### config.mk
export PLATFORM = sky130hd
export DESIGN_NAME = sme_control
export DESIGN_NICKNAME = d
export VERILOG_FILES = /design/src/rtl/sme_pkg.sv /design/src/rtl/sme_control.sv
export SDC_FILE = /design/constraint.sdc
export NUM_CORES = 1
export LEC_CHECK = 0
export CELL_PAD_IN_SITES_DETAIL_PLACEMENT = 2
export CELL_PAD_IN_SITES_GLOBAL_PLACEMENT = 2
export CORE_MARGIN = 3
export CORE_UTILIZATION = 35
export CTS_CLUSTER_DIAMETER = 120
export DETAILED_ROUTE_END_ITERATION = 7
export DONT_BUFFER_PORTS = 1
export GPL_TIMING_DRIVEN = 0
export PLACE_DENSITY = 0.78
export SLEW_MARGIN = 20
export SYNTH_ARGS = -nofsm -noshare
export SYNTH_HDL_FRONTEND = slang
export SYNTH_SLANG_ARGS = --single-unit
### constraint.sdc
create_clock -name clk -period 1.95 [get_ports clk]
set_input_delay 0.0975 -clock clk [delete_from_list [all_inputs] [get_ports clk]]
set_output_delay 0.0975 -clock clk [all_outputs]
set_load 0.01 [all_outputs]
### src/rtl/sme_pkg.sv
`timescale 1ns / 1ps
// ----------------------------------------------------------------------------
// Stack machine execute package
// Shared opcodes, status codes, kinds, sizes and controller/datapath types.
// ----------------------------------------------------------------------------
package sme_pkg;

  localparam int STACK_DEPTH_DEF = 256;
  localparam int HEAP_WORDS_DEF  = 1024;

  typedef enum logic [4:0] {
    OP_PUSH     = 5'd0,
    OP_DUP      = 5'd1,
    OP_COPY     = 5'd2,
    OP_SWAP     = 5'd3,
    OP_DISCARD  = 5'd4,
    OP_SLIDE    = 5'd5,
    OP_ADD      = 5'd6,
    OP_SUB      = 5'd7,
    OP_MUL      = 5'd8,
    OP_DIV      = 5'd9,
    OP_MOD      = 5'd10,
    OP_STORE    = 5'd11,
    OP_RETRIEVE = 5'd12,
    OP_OUTCHAR  = 5'd13,
    OP_OUTNUM   = 5'd14,
    OP_INCHAR   = 5'd15,
    OP_INNUM    = 5'd16
  } opcode_t;

  localparam logic [2:0] ST_OK        = 3'd0;
  localparam logic [2:0] ST_UNDERFLOW = 3'd1;
  localparam logic [2:0] ST_OVERFLOW  = 3'd2;
  localparam logic [2:0] ST_DIVZERO   = 3'd3;
  localparam logic [2:0] ST_BADADDR   = 3'd4;

  localparam logic [1:0] KIND_NONE = 2'd0;
  localparam logic [1:0] KIND_CHAR = 2'd1;
  localparam logic [1:0] KIND_NUM  = 2'd2;

  // Commands from the controller to the datapath.
  typedef struct packed {
    logic capture;   // latch request fields
    logic rd_top;    // read stack at count-1
    logic rd_next;   // read stack at count-2
    logic rd_copy;   // read stack at count-operand
    logic rd_heap;   // read heap at popped address
    logic div_start;
    logic wr_a;      // write stage A result
    logic wr_b;      // write stage B result
    logic wr_heap;
    logic commit;    // update count and present result
  } sme_cmd_t;

  typedef struct packed {
    logic div_done;
  } sme_sts_t;

endpackage

### src/rtl/sme_control.sv
`timescale 1ns / 1ps
// ----------------------------------------------------------------------------
// Stack machine controller
// Sequences heap clear, request capture, reads, execution and delivery.
// ----------------------------------------------------------------------------
module sme_control #(
  parameter int HEAP_WORDS = sme_pkg::HEAP_WORDS_DEF,
  parameter int HW = (HEAP_WORDS > 1) ? $clog2(HEAP_WORDS) : 1
) (
  input  logic              clk,
  input  logic              rst_n,
  input  logic              in_valid,
  output logic              in_stall,
  input  logic [4:0]        in_opcode,
  output logic              out_valid,
  input  logic              out_stall,
  output sme_pkg::sme_cmd_t cmd,
  input  sme_pkg::sme_sts_t sts,
  output logic              clr_en,
  output logic [HW-1:0]     clr_addr
);

  typedef enum logic [2:0] {
    S_CLEAR, S_IDLE, S_READ, S_READ2, S_DIV, S_EXEC, S_SWAP2
  } state_t;

  state_t state_r, state_nxt;
  logic [HW-1:0] clr_r, clr_nxt;
  logic [4:0] op_r, op_nxt;
  logic ov_r, ov_nxt;
  logic in_acc, op_div, res_free;

  assign in_acc = in_valid && !in_stall;
  assign in_stall = (state_r != S_IDLE);
  assign out_valid = ov_r;
  assign clr_en = (state_r == S_CLEAR);
  assign clr_addr = clr_r;
  assign op_div = (op_r == sme_pkg::OP_DIV) || (op_r == sme_pkg::OP_MOD);
  assign res_free = !ov_r || !out_stall;

  always_comb begin
    state_nxt = state_r;
    clr_nxt = clr_r;
    op_nxt = op_r;
    ov_nxt = ov_r && out_stall;
    cmd = '0;
    case (state_r)
      S_CLEAR: begin
        clr_nxt = clr_r + HW'(1);
        if (clr_r == HW'(HEAP_WORDS - 1)) state_nxt = S_IDLE;
      end
      S_IDLE: begin
        if (in_acc) begin
          cmd.capture = 1'b1;
          op_nxt = in_opcode;
          state_nxt = S_READ;
        end
      end
      S_READ: begin
        cmd.rd_top = 1'b1;
        cmd.rd_next = 1'b1;
        state_nxt = S_READ2;
      end
      S_READ2: begin
        cmd.rd_copy = 1'b1;
        cmd.rd_heap = 1'b1;
        if (op_div) begin
          cmd.div_start = 1'b1;
          state_nxt = S_DIV;
        end else state_nxt = S_EXEC;
      end
      S_DIV: begin
        if (sts.div_done) state_nxt = S_EXEC;
      end
      S_EXEC: begin
        if (res_free) begin
          cmd.wr_a = 1'b1;
          cmd.wr_heap = 1'b1;
          if (op_r == sme_pkg::OP_SWAP) state_nxt = S_SWAP2;
          else begin
            cmd.commit = 1'b1;
            ov_nxt = 1'b1;
            state_nxt = S_IDLE;
          end
        end
      end
      S_SWAP2: begin
        cmd.wr_b = 1'b1;
        cmd.commit = 1'b1;
        ov_nxt = 1'b1;
        state_nxt = S_IDLE;
      end
      default: state_nxt = S_IDLE;
    endcase
  end

  always_ff @(posedge clk) begin
    if (!rst_n) begin
      state_r <= S_CLEAR;
      clr_r <= '0;
      ov_r <= 1'b0;
      op_r <= '0;
    end else begin
      state_r <= state_nxt;
      clr_r <= clr_nxt;
      ov_r <= ov_nxt;
      op_r <= op_nxt;
    end
  end

endmodule
==> results of run 1 <==
## per-stage QoR
step                power, mW  std cells  setup WS (ps)
floorplan               0.429        113            491
global placement        0.436        143            323
detailed placement      0.438        143            289
CTS                     0.657        153            158
global route            0.688        153           10.6
finish                  0.656        153            156
## power breakdown
part	leakage (nW)	switching, mW	internal, mW
clock	0.0150	0.139	0.0799
combinational	0.250	0.0157	0.0189
sequential	0.154	0.00993	0.393
## area by class of cell
type                       instances  area, µm²
fill                             293       1470
multi-input combinational         84        581
sequential                        19        380
timing repair buffer               6       60.1
buffer                             7       45.0
tap                               30       37.5
clock buffer                       4       26.3
inverter                           3       11.3
## layer usage
layer | part of all wire | vias to the layer above | track usage
met5 | 0 | - | 0
met4 | 0.011 | 0 | 0.0570
met3 | 0.052 | 2 | 0.0302
met2 | 0.47 | 19 | 0.278
met1 | 0.47 | 423 | 0.222
li1 | - | 413 | -
## cells in the final DEF, fill, tap and decap left out, types with 3 or more instances in the layout
| master | count |
|---|---|
| dfxtp_1 | 19 |
| nor2b_1 | 9 |
| nand2_1 | 9 |
| and2_1 | 8 |
| xnor2_1 | 6 |
| dlygate4sd3_1 | 6 |
| nand3_1 | 5 |
| mux2i_1 | 5 |
| clkbuf_1 | 4 |
| o21ai_0 | 4 |
| nor2_1 | 3 |
| and3_1 | 3 |
| nor4_1 | 3 |
| xor2_1 | 3 |
| nor3_1 | 3 |
| buf_4 | 3 |
| clkbuf_4 | 3 |
## registers in the layout, summed over array words and instances, names as in the netlist
signal / flops
out_valid: 1
op_r: 5
state_r: 3
clr_addr: 10
## timing repair
action / 4_1_cts / 5_1_grt
endpoints found under the setup margin: 0 / 0
hold endpoints to repair: 6 / 0
hold buffers: 6 / 0
## critical path, cell delays in order, from the launching register on
cell      delay (ps)
dfxtp_1          380
clkbuf_1         330
nor2b_1          220
and3_1           270
a21o_1           190
## worst paths after layout
check        slack [ps]          to  cells past startpoint
min reg2reg         540     op_r[2]                      2
max reg2reg         270     op_r[1]                      4
min                 120  state_r[1]                      3
max                 160      cmd[0]                      4
## kinds of logic after synthesis
| logic type | Yosys count | synth area share |
|---|---|---|
| muxes | 5 | 0.0492 |
| AOI/OAI and AO/OA | 14 | 0.0923 |
| and+or+nand+nor | 55 | 0.339 |
| buffers and inverters | 10 | 0.0553 |
| adders and majority gates | 1 | 0.0123 |
| xor gates and xnor gates | 9 | 0.0775 |
| DFF | 19 | 0.374 |
==> impl_metrics.env, run 1 <==
export IMPL_outcome="completed"
export IMPL_setup_viol=0
export IMPL_globalplace_congestion=0.708
export IMPL_clock_skew_ps=5.05
export IMPL_cp_required_ps=1850
export IMPL_finalInstanceArea_mm2=0.00114
export IMPL_grt_pass1_vias=960
export IMPL_power_density_mw_per_mm2=575
export IMPL_clk_latency_ps=310
export IMPL_whs_ps=123
export IMPL_synth_area_top_cells="dfxtp_1 (37%), nor2b_1 (5.5%), xnor2_1 (5.2%)"
export IMPL_cp_start_kind="flip-flop"
export IMPL_r2r_start="state_r[0]"
export IMPL_clock_sinks=19
export IMPL_grt_pass1_wl_um=4610
export IMPL_first_pass_iters=3
export IMPL_ys_async_sr_fraction=0
export IMPL_max_slew_margin_rel=0.674
export IMPL_synthTopCellsByCount="dfxtp_1 (19), nand2_1 (9), nor2b_1 (9)"
export IMPL_drtAntennaViolNets=0
export IMPL_fin_setup_tns_ps=0
export IMPL_wl_per_cell_um=17.3
export IMPL_synth_edff_count=0
export IMPL_finalHoldViolCount=0
export IMPL_cts_resized=0
export IMPL_track_usage=0.169
export IMPL_cp_arrival_ps=1700
export IMPL_fp_dieW_um=59.9
export IMPL_cp_startpoint="state_r[2]"
export IMPL_die_h_um=59.9
export IMPL_cap_violations=0
export IMPL_io_pins=33
export IMPL_worst_pin_slew_ps=476
export IMPL_vdd_drop_max_uv=454
export IMPL_cts_tree="done"
export IMPL_dieArea_mm2=0.00359
export IMPL_h_tree_depth=1
export IMPL_hp_start="in_valid"
export IMPL_crit_path_max_fanout=10
export IMPL_synth_area_leader_cell="dfxtp_1"
export IMPL_overflow=0
export IMPL_synth_distinct_cells=38
export IMPL_crit_type="reg -> out"
export IMPL_drv_slew=0
export IMPL_hpwl_um=2030
export IMPL_hold_class="in -> reg"
export IMPL_endpoint_kind="output port"
export IMPL_ys_warn_count=0
export IMPL_area_growth_pct=12.2
export IMPL_drive_above_1_share=0.106
export IMPL_yosysTopAreaCellShare=0.374
export IMPL_yosysMostFrequentCell="dfxtp_1"
export IMPL_via_per_inst=5.60
export IMPL_cts_buffers=3
export IMPL_ys_flop_type="dfxtp_1"
export IMPL_nets=135
export IMPL_syn_avg_cell_area_um2=9.00
export IMPL_drtIter0Drc=30
export IMPL_diodes=0
export IMPL_drc_errors=0
export IMPL_syn_nets=124
export IMPL_clock_fmax_mhz=557
export IMPL_portBuffers=0
export IMPL_rsz0062_at_grt="no"
export IMPL_path_clk_slew_ps=120
export IMPL_grt_start_max_net_pins=11
export IMPL_start_util=0.389
export IMPL_final_core_util=0.437
export IMPL_synth_ff_latch_count=19
export IMPL_syn_area_mm2=0.00102
export IMPL_rows=18
export IMPL_post_cts_setup_buffer_count=0
export IMPL_cts_root_buf="clkbuf_4"
export IMPL_antenna_found_initial=0
export IMPL_synthCells=113
export IMPL_timing_final_crit_period_ps=1790
export IMPL_place_area_mm2=0.00105
export IMPL_cts_buffer_depth=2
export IMPL_totalWireLength_um=2650
export IMPL_num_vias=857
export IMPL_min_period_over_period=0.920
export IMPL_synth_seq_area_share=0.374
export IMPL_p_leak_nw=0.418
export IMPL_coreArea_mm2=0.00261
Note: power is estimated with default switching activity, not from simulation.
==> run 2: changes to the inputs <==
HOLD_SLACK_MARGIN = 0.15   (was not set)
PLACE_DENSITY = not set   (was 0.78)
PLACE_DENSITY_LB_ADDON = 0.1   (was not set)
==> run 2 against run 1 <==
Net effect:
- clock power decreased by 8%
- first-iteration DRC count shrank 30%
- sequential power about the same
- cell area increased by 2.4%
- global-route usage down 0.55 points
- die area stayed put
- flip-flop and latch count is the same
- critical path type unchanged
- critical endpoint unchanged
- highest routed layer unchanged
==> impl_metrics.env, run 2 (synthesis gave the netlist of run 1 again) <==
export IMPL_clk_latency_ps=300
export IMPL_cts_buffers=3
export IMPL_path_clk_slew_ps=110
export IMPL_fp_dieW_um=59.9
export IMPL_critPathBufInv=1
export IMPL_cp_slowest_stage_delay_ps=370
export IMPL_drtAntennaViolNets=0
export IMPL_largest_reg_flops=10
export IMPL_layout_cells_non_filler=155
export IMPL_rows=18
export IMPL_layout_commonest_cell="dfxtp_1"
export IMPL_nets=137
export IMPL_worst_pin_slew_ps=450
export IMPL_h_tree_depth=1
export IMPL_finalPower_mw=0.643
export IMPL_diodes=0
export IMPL_cts_tree="done"
export IMPL_dieArea_mm2=0.00359
export IMPL_clock_skew_ps=1.43
export IMPL_cp_start_kind="flip-flop"
export IMPL_hold_class="in -> reg"
export IMPL_antenna_found_initial=0
export IMPL_num_vias=873
export IMPL_first_pass_iters=4
export IMPL_cap_violations=0
export IMPL_hold_path_depth=3
export IMPL_portBuffers=0
export IMPL_drtIter0Drc=21
export IMPL_track_usage=0.164
export IMPL_grt_start_max_net_pins=12
export IMPL_area_growth_pct=14.9
export IMPL_hpwl_um=1980
export IMPL_worst_path_stages=4
export IMPL_die_h_um=59.9
export IMPL_crit_path_max_fanout=10
export IMPL_endpoint_kind="output port"
export IMPL_cts_buffer_depth=2
export IMPL_vdd_drop_max_uv=258
export IMPL_cp_required_ps=1850
export IMPL_power_density_mw_per_mm2=550
export IMPL_rsz0062_at_grt="no"
export IMPL_drive_above_1_share=0.120
export IMPL_wl_per_cell_um=16.9
export IMPL_final_core_util=0.447
export IMPL_finalInstanceArea_mm2=0.00117
export IMPL_post_cts_setup_buffer_count=0
export IMPL_globalplace_congestion=0.749
export IMPL_cp_arrival_ps=1700
export IMPL_final_cell_mix="dfxtp_1 (19), nor2b_1 (9), nand2_1 (9)"
export IMPL_place_area_mm2=0.00105
export IMPL_grt_pass1_vias=887
export IMPL_cp_top_family="simple AND/OR/NAND/NOR gates"
export IMPL_cp_slowest_cell="dfxtp_1"
export IMPL_coreArea_mm2=0.00261
export IMPL_totalWireLength_um=2620
export IMPL_finalHoldViolCount=0
export IMPL_cts_root_buf="clkbuf_4"
export IMPL_cp_cell_sequence="clkbuf_1 -> nor2b_1 -> and3_1 -> a21o_1"
export IMPL_setup_viol=0
export IMPL_io_pins=33
export IMPL_drv_slew=0
export IMPL_reg2reg_depth=4
export IMPL_drc_errors=0
export IMPL_start_util=0.389
export IMPL_fin_setup_tns_ps=0
export IMPL_p_leak_nw=0.429
export IMPL_overflow=0
export IMPL_via_per_inst=5.63
export IMPL_clock_sinks=19
export IMPL_timing_final_crit_period_ps=1800
export IMPL_clock_fmax_mhz=556
export IMPL_outcome="completed"
export IMPL_max_slew_margin_rel=0.700
export IMPL_grt_pass1_wl_um=4330
export IMPL_crit_type="reg -> out"
export IMPL_min_period_over_period=0.922
export IMPL_dp_cells=143
-- run 2: changes by cell type in the layout (fill, tap and decap cells not counted) --
cell | previous run | this run
clkbuf_1 | 4 | 3
clkinv_2 | 0 | 1
dlygate4sd3_1 | 6 | 8
nor4_1 | 3 | 2
nor4_2 | 0 | 1
-- run 2: what timing repair did --
item / in CTS / in global routing
resized for setup: 0 / 1
hold endpoints to repair: 9 / 0
setup endpoints to repair: 0 / 1
hold buffers: 8 / 0
-- run 2: cell type report --
class,count,area (µm²)
repair buffers,8,80.1
well taps,30,37.5
inverters,3,11.3
flip-flops and latches,19,380
plain buffers,7,45.0
clock buffers,3,22.5
fillers,295,1440
multi-input cells,84,587
clock inverters,1,5.00
-- run 2: metal layers --
metal	vias up	track usage	part of all wire
li1	422	-	-
met1	422	0.196	0.43
met2	25	0.270	0.48
met3	4	0.0389	0.071
met4	0	0.0854	0.018
met5	-	0	0
-- run 2: worst min-delay path: stages --
cell      delay [ps]
clkbuf_1         190
o21ai_0          120
nor4_1            50
-- run 2: worst paths after layout --
path                 to  slack [ps]        start
max              cmd[0]         150   state_r[2]
max reg2reg  state_r[0]         230  clr_addr[3]
min reg2reg     op_r[4]         540      op_r[4]
min          state_r[0]         200        rst_n
-- run 2: through the flow --
stage	setup WS, ps	hold slack, ps
6_report	152	202
4_1_cts	86.3	198
2_1_floorplan	491	228
3_5_place_dp	125	266
3_3_place_gp	280	240
5_1_grt	6.19	206
-- run 2: report_power, final --
group,internal (mW),leakage (nW),total (mW),switching [mW]
Combinational,0.0216,0.258,0.0383,0.0167
Sequential,0.393,0.154,0.404,0.0105
Clock,0.0765,0.0177,0.201,0.125
==> run 3: changes to the inputs <==
clock period = 1.8 ns   (was 1.95 ns; I/O delays follow)
==> run 3 against run 2 <==
Net effect:
- clock skew barely moved
- highest routed layer unchanged
- count of clock-buffer cells in the layout did not move
- clock power rose by 8%
==> impl_metrics.env, run 3 (synthesis gave the netlist of run 1 again) <==
export IMPL_outcome="completed"
export IMPL_nets=140
export IMPL_wl_per_cell_um=16.8
export IMPL_grt_start_max_net_pins=12
export IMPL_h_tree_depth=1
export IMPL_drv_slew=0
export IMPL_cp_top_family="simple AND/OR/NAND/NOR gates"
export IMPL_path_clk_slew_ps=110
export IMPL_cp_required_ps=2010
export IMPL_rows=18
export IMPL_finalInstanceArea_mm2=0.00119
export IMPL_drc_errors=0
export IMPL_via_per_inst=5.57
export IMPL_cts_buffer_depth=2
export IMPL_whs_ps=191
export IMPL_grt_pass1_vias=892
export IMPL_switching_share=0.236
export IMPL_drive_above_1_share=0.156
export IMPL_finalPower_mw=0.696
export IMPL_cp_cell_sequence="nand4_1 -> buf_4 -> nor4_1 -> xor2_1 -> and2_1"
export IMPL_power_switching_mw=0.164
export IMPL_critPathBufInv=1
export IMPL_coreArea_mm2=0.00261
export IMPL_portBuffers=0
export IMPL_final_cell_mix="dfxtp_1 (19), nor2b_1 (9), nand2_1 (9)"
export IMPL_clkPwrFrac=0.313
export IMPL_drtAntennaViolNets=0
export IMPL_cp_slowest_cell="dfxtp_1"
export IMPL_diodes=0
export IMPL_cp_slowest_stage_delay_ps=510
export IMPL_totalWireLength_um=2660
export IMPL_crit_path_max_fanout=7
export IMPL_clock_fmax_mhz=575
export IMPL_globalplace_congestion=0.749
export IMPL_hpwl_um=1980
export IMPL_die_h_um=59.9
export IMPL_cts_root_buf="clkbuf_4"
export IMPL_num_vias=880
export IMPL_setup_viol=0
export IMPL_comb_power_share=0.060
export IMPL_largest_reg_flops=10
export IMPL_grt_pass1_wl_um=4370
export IMPL_vdd_drop_max_uv=280
export IMPL_seq_power_share=0.628
export IMPL_cts_buffers=3
export IMPL_start_util=0.389
export IMPL_crit_type="reg -> reg"
export IMPL_first_pass_iters=4
export IMPL_layout_commonest_cell="dfxtp_1"
export IMPL_p_int_mw=0.532
export IMPL_overflow=0
export IMPL_finalHoldViolCount=0
export IMPL_max_slew_margin_rel=0.694
export IMPL_dieArea_mm2=0.00359
export IMPL_fp_dieW_um=59.9
export IMPL_power_density_mw_per_mm2=583
export IMPL_cp_arrival_ps=1940
export IMPL_area_growth_pct=17.5
export IMPL_antenna_found_initial=0
export IMPL_clk_latency_ps=300
export IMPL_clock_sinks=19
export IMPL_fin_setup_tns_ps=0
export IMPL_cap_violations=0
export IMPL_hold_class="in -> reg"
export IMPL_worst_pin_slew_ps=459
export IMPL_timing_final_crit_period_ps=1740
export IMPL_clock_skew_ps=1.04
export IMPL_track_usage=0.166
export IMPL_cts_tree="done"
export IMPL_endpoint_kind="flip-flop"
export IMPL_min_period_over_period=0.966
export IMPL_io_pins=33
export IMPL_cp_start_kind="flip-flop"
export IMPL_p_leak_nw=0.445
export IMPL_place_area_mm2=0.00105
export IMPL_drtIter0Drc=28
==> run 3: changes by cell type in the layout (fill, tap and decap cells not counted) <==
cell | before | now
nor2_1 | 3 | 2
clkbuf_2 | 0 | 1
clkbuf_1 | 3 | 2
buf_4 | 3 | 6
nor2_2 | 0 | 1
==> run 3: path summary, 6_finish.rpt <==
check / from / to / cells past startpoint / slack [ps]
worst max-delay path: clr_addr[3] / clr_addr[9] / 5 / 60
worst min-delay path: rst_n / state_r[0] / 3 / 190
worst max register to register: clr_addr[3] / clr_addr[9] / 5 / 60
worst min register to register: op_r[4] / op_r[4] / 2 / 540
==> run 3: what timing repair did <==
action,4_1_cts,5_1_grt
buffers inserted,0,3
hold buffers,8,0
endpoints found under the hold margin,9,0
pin swaps,0,1
gates resized for setup,2,1
endpoints found under the setup margin,1,2
==> run 3: worst min-delay path, cell delays in order <==
cell and delay [ps]:
clkbuf_1 190, o21ai_0 120, nor4_1 50
==> run 3: power by group through the flow <==
stage / logic [mW] / registers (mW) / clock network (mW)
6_report: 0.0415 / 0.437 / 0.218
3_5_place_dp: 0.0272 / 0.447 / 0
3_3_place_gp: 0.0261 / 0.446 / 0
2_1_floorplan: 0.0204 / 0.444 / 0
5_1_grt: 0.0470 / 0.439 / 0.257
4_1_cts: 0.0419 / 0.438 / 0.234
==> run 3: cell type report <==
class                   instances  area [µm²]
clock inverters                 1        5.00
plain buffers                   7        46.3
repair buffers                 11         103
flip-flops and latches         19         380
clock buffers                   3        22.5
well taps                      30        37.5
multi-input cells              84         589
inverters                       3        11.3
fillers                       296        1420
==> run 3: metrics by stage <==
| stage | cells | worst slack [ps] | util |
|---|---|---|---|
| 6_report | 158 | 61.2 | 0.457 |
| 5_1_grt | 158 | -47.5 | 0.457 |
| 4_1_cts | 155 | 31.7 | 0.448 |
| 3_5_place_dp | 143 | -25.1 | 0.404 |
| 3_3_place_gp | 143 | 130 | 0.404 |
| 2_1_floorplan | 113 | 341 | - |
==> run 3: per-layer routing <==
layer | GRT usage | vias up | routed length (µm)
met5 | 0 | - | 0
met4 | 0.0854 | 0 | 46
met3 | 0.0389 | 4 | 192
met2 | 0.275 | 27 | 1250
met1 | 0.197 | 421 | 1170
li1 | - | 428 | -
